**config.mk**
```make
export PLATFORM = sky130hd
export DESIGN_NAME = sliding_window_median_flat
export DESIGN_NICKNAME = d
export VERILOG_FILES = /design/src/hw/rtl/swm_pkg.sv /design/src/hw/rtl/swm_in_if.sv /design/src/hw/rtl/swm_out_if.sv /design/src/hw/rtl/swm_cell.sv /design/src/hw/rtl/sliding_window_median.sv /design/src/flat_wrapper.sv
export SDC_FILE = /design/constraint.sdc
export NUM_CORES = 2
export LEC_CHECK = 0
export BUFFER_PORTS_ARGS = -buffer_cell sky130_fd_sc_hd__buf_4
export CAP_MARGIN = 25
export CORE_AREA = 2 2 378 380
export CTS_BUF_LIST = sky130_fd_sc_hd__clkbuf_8
export DETAILED_ROUTE_END_ITERATION = 8
export DIE_AREA = 0 0 380 382
export SETUP_SLACK_MARGIN = 0.5
export SYNTH_ARGS = -nofsm -noshare
export SYNTH_HDL_FRONTEND = slang
export SYNTH_HIERARCHICAL = 1
export SYNTH_SLANG_ARGS = --single-unit
```
**constraint.sdc**
```tcl
create_clock -name clk -period 18.31 [get_ports clk]
set_input_delay 0.9155 -clock clk [delete_from_list [all_inputs] [get_ports clk]]
set_output_delay 0.9155 -clock clk [all_outputs]
set_load 0.1 [all_outputs]
```
**src/hw/rtl/swm_pkg.sv**
```systemverilog
// Shared types and constants for the sliding window median filter.
package swm_pkg;

  localparam int SAMPLE_W = 32;
  localparam int MED_W    = 33;
  localparam int CFG_W    = 5;

  typedef logic signed [SAMPLE_W-1:0] sample_t;
  typedef logic signed [MED_W-1:0]    med_t;
  typedef logic [CFG_W-1:0]           cnt_t;

  // One sorted entry: its value and how many samples arrived after it.
  typedef struct packed {
    sample_t val;
    cnt_t    age;
  } swm_entry_t;

  // Link handed from a cell to its right neighbor.
  typedef struct packed {
    logic       rm_upto;
    logic       lt;
    swm_entry_t ent;
  } swm_link_t;

  // Control broadcast to every cell of the row.
  typedef struct packed {
    logic    upd;
    logic    full;
    cnt_t    oldest_age;
    sample_t sample;
  } swm_ctrl_t;

endpackage

```
**src/hw/rtl/swm_in_if.sv**
```systemverilog
// Input channel: one sample and its restart flag per beat.
interface swm_in_if import swm_pkg::*; ();
  logic    valid;
  logic    ready;
  sample_t sample;
  logic    restart;

  modport source (output valid, output sample, output restart, input ready);
  modport sink (input valid, input sample, input restart, output ready);
endinterface

```
**src/hw/rtl/swm_out_if.sv**
```systemverilog
// Result channel: twice the window median per beat.
interface swm_out_if import swm_pkg::*; ();
  logic valid;
  logic ready;
  med_t median_doubled;

  modport source (output valid, output median_doubled, input ready);
  modport sink (input valid, input median_doubled, output ready);
endinterface

```
**src/hw/rtl/swm_cell.sv**
```systemverilog
// One cell of the sorted row: holds a sample and its age, shifts with its neighbors.
module swm_cell import swm_pkg::*; (
  input  logic       clk,
  input  swm_ctrl_t  ctrl,
  input  logic       valid,
  input  logic       cvalid,
  input  swm_link_t  left,
  input  swm_entry_t right,
  output swm_link_t  fwd,
  output swm_entry_t st
);

  swm_entry_t st_r;
  swm_entry_t st_nxt;
  swm_entry_t comp;
  logic       hit;
  logic       rm_upto;
  logic       lt;

  // Drop the oldest entry by closing the gap, then open a slot for the new sample.
  always_comb begin
    hit     = valid & ctrl.full & (st_r.age == ctrl.oldest_age);
    rm_upto = left.rm_upto | hit;
    comp    = rm_upto ? right : st_r;
    lt      = cvalid & ($signed(comp.val) <= $signed(ctrl.sample));
    if (lt) begin
      st_nxt.val = comp.val;
      st_nxt.age = comp.age + CFG_W'(1);
    end else if (left.lt) begin
      st_nxt.val = ctrl.sample;
      st_nxt.age = '0;
    end else begin
      st_nxt.val = left.ent.val;
      st_nxt.age = left.ent.age + CFG_W'(1);
    end
  end

  // Payload register, written once per accepted beat.
  always_ff @(posedge clk) begin
    if (ctrl.upd) begin
      st_r <= st_nxt;
    end
  end

  assign fwd.rm_upto = rm_upto;
  assign fwd.lt      = lt;
  assign fwd.ent     = comp;
  assign st          = st_r;

endmodule

```
**src/hw/rtl/sliding_window_median.sv**
```systemverilog
// Top level of the running median filter: control, row of sorting cells, result register.
// Path: an accepted sample beat writes the cells and the pending flag (med_pend_r); the
// median is then loaded into the result register (out_med_r) and offered on out_ch.
// Throughput: one sample beat per cycle; each cell drops the oldest entry and inserts the
// new sample in one write of its register. The input stalls only while a median waits
// behind a stalled result beat.
// Reset clears the fill count and sets window_size to 1; cell contents are not cleared.
// A write to window_size or a beat with restart set empties the window.
module sliding_window_median import swm_pkg::*; #(
  parameter int WINDOW_MAX = 16
) (
  input  logic           clk,
  input  logic           rst_n,
  input  logic           cfg_we,
  input  logic [CFG_W-1:0] cfg_wdata,
  swm_in_if.sink         in_ch,
  swm_out_if.source      out_ch
);

  localparam int   CNT_TOP = (1 << CFG_W) - 1;
  localparam int   KCAP    = (WINDOW_MAX < CNT_TOP) ? WINDOW_MAX : CNT_TOP;
  localparam cnt_t KCAP_C  = cnt_t'(KCAP);

  cnt_t       ws_r;
  cnt_t       cnt_r;
  logic       med_pend_r;
  logic       out_valid_r;
  med_t       out_med_r;

  cnt_t       k;
  cnt_t       cnt_eff;
  cnt_t       keep;
  cnt_t       cnt_nxt;
  logic       full;
  logic       emit;
  logic       in_acc;
  logic       advance;
  cnt_t       lo_idx;
  cnt_t       hi_idx;
  sample_t    lo_val;
  sample_t    hi_val;
  med_t       med_sum;
  swm_ctrl_t  ctrl;

  logic       vld  [WINDOW_MAX];
  logic       cvld [WINDOW_MAX];
  swm_entry_t st   [WINDOW_MAX];
  swm_entry_t rgt  [WINDOW_MAX];
  swm_link_t  lnk  [WINDOW_MAX+1];

  // Effective window size, limited to 1..KCAP.
  always_comb begin
    if (ws_r == '0) begin
      k = cnt_t'(1);
    end else if (ws_r > KCAP_C) begin
      k = KCAP_C;
    end else begin
      k = ws_r;
    end
  end

  // Fill bookkeeping for the beat on the input channel.
  assign cnt_eff = in_ch.restart ? '0 : cnt_r;
  assign full    = (cnt_eff >= k);
  assign keep    = full ? (k - CFG_W'(1)) : cnt_eff;
  assign cnt_nxt = keep + CFG_W'(1);
  assign emit    = (cnt_nxt == k);

  // The row may shift unless a finished median is still waiting for the output register.
  assign advance     = !out_valid_r || out_ch.ready;
  assign in_ch.ready = !med_pend_r || advance;
  assign in_acc      = in_ch.valid && in_ch.ready;

  assign ctrl.upd        = in_acc;
  assign ctrl.full       = full;
  assign ctrl.oldest_age = k - CFG_W'(1);
  assign ctrl.sample     = in_ch.sample;

  // Left boundary: the new sample goes first unless some entry is not above it.
  assign lnk[0].rm_upto = 1'b0;
  assign lnk[0].lt      = 1'b1;
  assign lnk[0].ent     = '0;

  // Row of cells, each linked to its two neighbors.
  for (genvar i = 0; i < WINDOW_MAX; i++) begin : g_cell
    assign vld[i]  = (int'(cnt_eff) > i);
    assign cvld[i] = (int'(keep) > i);
    if (i == WINDOW_MAX - 1) begin : g_last
      assign rgt[i] = '0;
    end else begin : g_mid
      assign rgt[i] = st[i+1];
    end
    swm_cell u_cell (
      .clk    (clk),
      .ctrl   (ctrl),
      .valid  (vld[i]),
      .cvalid (cvld[i]),
      .left   (lnk[i]),
      .right  (rgt[i]),
      .fwd    (lnk[i+1]),
      .st     (st[i])
    );
  end

  // Middle taps of the sorted row; for an odd window both taps are the same cell.
  assign hi_idx = k >> 1;
  assign lo_idx = k[0] ? hi_idx : (hi_idx - CFG_W'(1));

  always_comb begin
    lo_val = '0;
    hi_val = '0;
    for (int i = 0; i < WINDOW_MAX; i++) begin
      if (int'(lo_idx) == i) begin
        lo_val = lo_val | st[i].val;
      end
      if (int'(hi_idx) == i) begin
        hi_val = hi_val | st[i].val;
      end
    end
    med_sum = MED_W'(lo_val) + MED_W'(hi_val);
  end

  // Configuration, fill count and result pipeline.
  always_ff @(posedge clk) begin
    if (!rst_n) begin
      ws_r        <= cnt_t'(1);
      cnt_r       <= '0;
      med_pend_r  <= 1'b0;
      out_valid_r <= 1'b0;
    end else begin
      if (cfg_we) begin
        ws_r  <= cfg_wdata;
        cnt_r <= '0;
      end else if (in_acc) begin
        cnt_r <= cnt_nxt;
      end
      if (in_acc) begin
        med_pend_r <= emit;
      end else if (advance) begin
        med_pend_r <= 1'b0;
      end
      if (advance) begin
        out_valid_r <= med_pend_r;
      end
    end
  end

  // Result payload, loaded when the pending median moves forward.
  always_ff @(posedge clk) begin
    if (advance && med_pend_r) begin
      out_med_r <= med_sum;
    end
  end

  assign out_ch.valid          = out_valid_r;
  assign out_ch.median_doubled = out_med_r;

  // The fill count never passes the window size.
  a_cnt_bound: assert property (@(posedge clk) disable iff (!rst_n) cnt_r <= k)
    else $error("fill count above window size");

  // Input is held off only by a pending median behind a stalled result.
  a_stall_cause: assert property (@(posedge clk) disable iff (!rst_n)
    !in_ch.ready |-> (med_pend_r && out_valid_r && !out_ch.ready))
    else $error("input stalled without cause");

  // A beat that fills the window leaves a median pending.
  a_emit_pend: assert property (@(posedge clk) disable iff (!rst_n)
    (in_acc && emit) |=> med_pend_r)
    else $error("result lost after window filled");

  // A pending median that may move forward is offered on the next cycle.
  a_pend_out: assert property (@(posedge clk) disable iff (!rst_n)
    (med_pend_r && advance) |=> out_valid_r)
    else $error("pending median not offered");

endmodule

```
**src/flat_wrapper.sv**
```systemverilog
// flat-port wrapper written by rule: the top's interface ports become plain ports
module sliding_window_median_flat import swm_pkg::*;
#(
  parameter int WINDOW_MAX = 16
)
  (clk, rst_n, cfg_we, cfg_wdata, in_ch_valid, in_ch_sample, in_ch_restart, in_ch_ready, out_ch_valid, out_ch_median_doubled, out_ch_ready);
  swm_in_if in_ch_i ();
  swm_out_if out_ch_i ();
  input  logic clk;
  input  logic rst_n;
  input  logic cfg_we;
  input  logic [CFG_W-1:0] cfg_wdata;
  input wire logic [$bits(in_ch_i.valid)-1:0] in_ch_valid;
  input wire logic [$bits(in_ch_i.sample)-1:0] in_ch_sample;
  input wire logic [$bits(in_ch_i.restart)-1:0] in_ch_restart;
  output wire logic [$bits(in_ch_i.ready)-1:0] in_ch_ready;
  output wire logic [$bits(out_ch_i.valid)-1:0] out_ch_valid;
  output wire logic [$bits(out_ch_i.median_doubled)-1:0] out_ch_median_doubled;
  input wire logic [$bits(out_ch_i.ready)-1:0] out_ch_ready;
  assign in_ch_i.valid = in_ch_valid;
  assign in_ch_i.sample = in_ch_sample;
  assign in_ch_i.restart = in_ch_restart;
  assign in_ch_ready = in_ch_i.ready;
  assign out_ch_valid = out_ch_i.valid;
  assign out_ch_median_doubled = out_ch_i.median_doubled;
  assign out_ch_i.ready = out_ch_ready;
  sliding_window_median #(.WINDOW_MAX(WINDOW_MAX)) u_core (.clk(clk), .rst_n(rst_n), .cfg_we(cfg_we), .cfg_wdata(cfg_wdata), .in_ch(in_ch_i), .out_ch(out_ch_i));
endmodule
```
# Yosys cells after proc, flatten, opt, wreduce, memory -nomap -nowiden
# Cells that the tools add are included.
[classes]
n_addsub = 20
n_lt_le_gt_ge = 50
eq_ne = 47
n_mux = 86
bitwise_logic = 94
reduce_logical = 11
[ops]
columns = ["op", "count"]
rows = [
  ["37-bit 2-to-1 mux", 47],
  ["32-bit 2-to-1 mux", 32],
  ["32-bit bitwise OR", 30],
  ["32-bit <= comparator", 16],
  ["5-bit by 1-bit adder with 5-bit output (second input constant)", 17],
  ["5-bit == test", 17],
  ["5-bit by 4-bit greater-than comparator with 1-bit output (second input constant)", 16],
  ["1-bit AND", 48],
  ["5-bit == test (second input constant)", 8],
  ["5-bit by 3-bit greater-than comparator with 1-bit output (second input constant)", 8],
  ["32-bit by 32-bit adder with 33-bit output", 1],
  ["4-bit == test (second input constant)", 8],
  ["5-bit 2-to-1 mux", 5],
  ["5-bit by 4-bit == test with 1-bit output (second input constant)", 4],
  ["5-bit by 1-bit greater-than comparator with 1-bit output (second input constant)", 4],
  ["5-bit by 2-bit greater-than comparator with 1-bit output (second input constant)", 4],
  ["4-bit by 3-bit == test with 1-bit output (second input constant)", 4],
  ["5-bit zero test", 3],
  ["1-bit bitwise OR", 15],
  ["5-bit by 3-bit == test with 1-bit output (second input constant)", 2],
  ["4-bit by 2-bit == test with 1-bit output (second input constant)", 2],
  ["5-bit by 2-bit == test with 1-bit output (second input constant)", 1],
  ["5-bit greater-or-equal comparator", 1],
  ["5-bit greater-than comparator (second input constant)", 1],
  ["10 further kinds", 14],
]
[word_totals]
ff_bits = 637
input_bits = 43
output_inout_bits = 35

# Logic depth before layout (Yosys ltp)
[logic_depth]
word_depth = 38
mapped_depth = 93

# Hierarchy
# Netlist, hierarchy kept.
[by_module_without_submodules]
columns = ["mod", "instances", "cells_each", "area_each_um2", "seq_area_each_um2"]
rows = [
  ["swm_cell at u_core.g_cell[0].u_cell ...", 8, 344, 3530.9, 1111.1],
  ["swm_cell at u_core.g_cell[2].u_cell ...", 8, 335, 3498.4, 1111.1],
  ["sliding_window_median", 1, 1090, 8391.8, 1231.2],
]

# Worst setup path before layout
# Ideal clock, no wire load.
[synth_path]
kind = "input -> register"
start = "input port out_ch_ready"
end = "register u_core.cnt_r[0]"
setup_ns = 0.807
arrival_ns = 18.877
path_slack_ns = -1.374
cell_stages = 5
n_path_buf = 1
path_cell_list = "nor2b_1 nand2_1 and2_1 clkbuf_1 a211oi_1"
[synth_lines]
columns = ["item", "line", "text"]
rows = [
  ["start: declaration", "flat_wrapper.sv:19", "input wire logic [$bits(out_ch_i.ready)-1:0] out_ch_ready;"],
  ["end signal: assignment", "sliding_window_median.sv:135", "cnt_r <= cnt_nxt;"],
  ["end: declaration", "sliding_window_median.sv:25", "cnt_t cnt_r;"],
]

==> flow_metrics.env <==
export IMPL_status="completed"
export IMPL_p_leak_nw=29.7
export IMPL_cp_arrival_ps=16050
export IMPL_grt_use_total_pct=26.7
export IMPL_cts_tree="built"
export IMPL_r2r_setup_slack_ps=2880
export IMPL_grt_use_met1_pct=38.0
export IMPL_worstSkewPairLatency_ps=900
export IMPL_drt_iter0_markers=5093
export IMPL_avgSynthCellArea_sq_um=9.91
export IMPL_met3_usage_pct=4.71
export IMPL_worstSetupPathType="reg2reg"
export IMPL_rows=138
export IMPL_hpwl_mm=147
export IMPL_start_util_pct=45.8
export IMPL_numClockSinks=637
export IMPL_utilization_pct=48.9
export IMPL_clock_tree_root_cell="clkbuf_8"
export IMPL_cts_hold_buf=0
export IMPL_coreArea_sq_mm=0.141
export IMPL_powerDensity_mw_per_mm2=132
export IMPL_die_x_um=380
export IMPL_met2_usage_pct=40.5
export IMPL_synthCells=6515
export IMPL_crit_fanout=42
export IMPL_grt_pass1_vias=49285
export IMPL_post_route_period_util_pct=84.3
export IMPL_fmax_mhz=64.8
export IMPL_ant_nets=0
export IMPL_period_needed_ps=15430
export IMPL_drt_wl_total_mm=201
export IMPL_cts_setup_buffers=0
export IMPL_grt_pass1_wl_mm=303
export IMPL_grt_remaining_overflow=0
export IMPL_grt_busiest_layer="met2"
export IMPL_peakVddDrop_mv=0.0689
export IMPL_layout_commonest_cell="a21oi_1"
export IMPL_port_buffers=77
export IMPL_vias=50946
export IMPL_finalPower_mw=9.06
export IMPL_cts_buffer_depth=3
export IMPL_worstPathRequired_ps=18930
export IMPL_io_pins=78
export IMPL_mostFrequentLayoutCells="806 x a21oi_1, 711 x mux2_2, 627 x inv_1"
export IMPL_finalHoldViolCount=0
export IMPL_cts_htree_levels=4
export IMPL_die_y_um=382
export IMPL_crit_path_end_kind="register"
export IMPL_cp_slowest_cell="dfxtp_1"
export IMPL_skew_ps=43.9
export IMPL_clk_pin_slew_ps=60
export IMPL_grt_max_degree=172
export IMPL_antenna_found_initial=4
export IMPL_finalMaxSlewViolations=0
export IMPL_maxCapViolations=0
export IMPL_finalSetupTns_ps=0
export IMPL_finalSetupViolCount=0
export IMPL_tightest_slew_ps=1180
export IMPL_drc_errors=0
export IMPL_synth_area_sq_mm=0.0646
export IMPL_yosysWarnings=6
export IMPL_firstDrtPassIters=7
export IMPL_wire_per_inst_um=23.6
export IMPL_worst_setup_path_start_kind="register"
export IMPL_timing_hold_ws_ps=311
export IMPL_gp_congestion=0.929
export IMPL_hold_path_class="in2reg"
export IMPL_fin_nets=7156
export IMPL_cts_resized_gates=0
export IMPL_numCtsBuffers=133
export IMPL_relSlewSlack_pct=21.4
export IMPL_max_stage_delay_ps=780
export IMPL_via_per_inst=5.98
export IMPL_dpl_cell_area_sq_mm=0.0665
export IMPL_drive_gt1_share_pct=23.9
export IMPL_dieArea_sq_mm=0.145
export IMPL_area_delta_synth_final_pct=6.63
export IMPL_rsz0062_at_grt="no"
export IMPL_design_area_sq_mm=0.0689
[final timing paths]
kind	start	end	cells after the start
setup / recovery	u_core/ws_r[3]	u_core/g_cell[15].u_cell/st[25]	54
hold reg to reg	u_core/med_pend_r	u_core/med_pend_r	2
setup reg to reg	u_core/ws_r[3]	u_core/g_cell[15].u_cell/st[25]	54
hold / removal	cfg_wdata[1]	u_core/ws_r[1]	3
[worst max-delay path, delay by kind of cell (launching register included)]
family          cells  cell delay [ps]
fa+ha+maj           2              550
compound gates     19             3890
xor+xnor            1              230
mux                 2              700
buf+inv            26             7680
simple gates        4             1210
flops               1              780
[where the power goes]
part	leakage [nW]	internal, mW	switching [mW]
clock network	1.33	0.694	0.726
logic	22.2	2.26	2.51
registers	6.16	2.30	0.568
total	29.7	5.26	3.80
[through the flow]
stage / worst slack, ps / std cells
3_3_place_gp: 2580 / 8265
5_1_grt: 2060 / 8513
6_report: 2880 / 8513
2_1_floorplan: 663 / 6600
4_1_cts: 2350 / 8505
3_5_place_dp: 2430 / 8272
[sequential cells by signal (all words and copies together), names as in the netlist]
name,cells
u_core/g_cell.u_cell/st,592
u_core/out_ch.median_doubled,33
u_core/cnt_r,5
u_core/ws_r,5
u_core/med_pend_r,1
u_core/out_ch.valid,1
[layout make-up]
cell class | instances | area [sq um]
clock buffers | 138 | 1900
repair buffers | 168 | 1360
multi-input cells | 4989 | 41600
inverters | 591 | 2220
well taps | 1890 | 2360
diodes | 5 | 12.5
clock inverters | 95 | 407
flip-flops and latches | 637 | 19000
fillers | 13268 | 72000
[layer usage]
layer | vias to the layer above | share of wire (%)
li1 | 23919 | -
met1 | 24759 | 46
met2 | 1906 | 43
met3 | 362 | 7.8
met4 | 0 | 3.4
met5 | - | 0
Power figures use the tool's default switching activity.
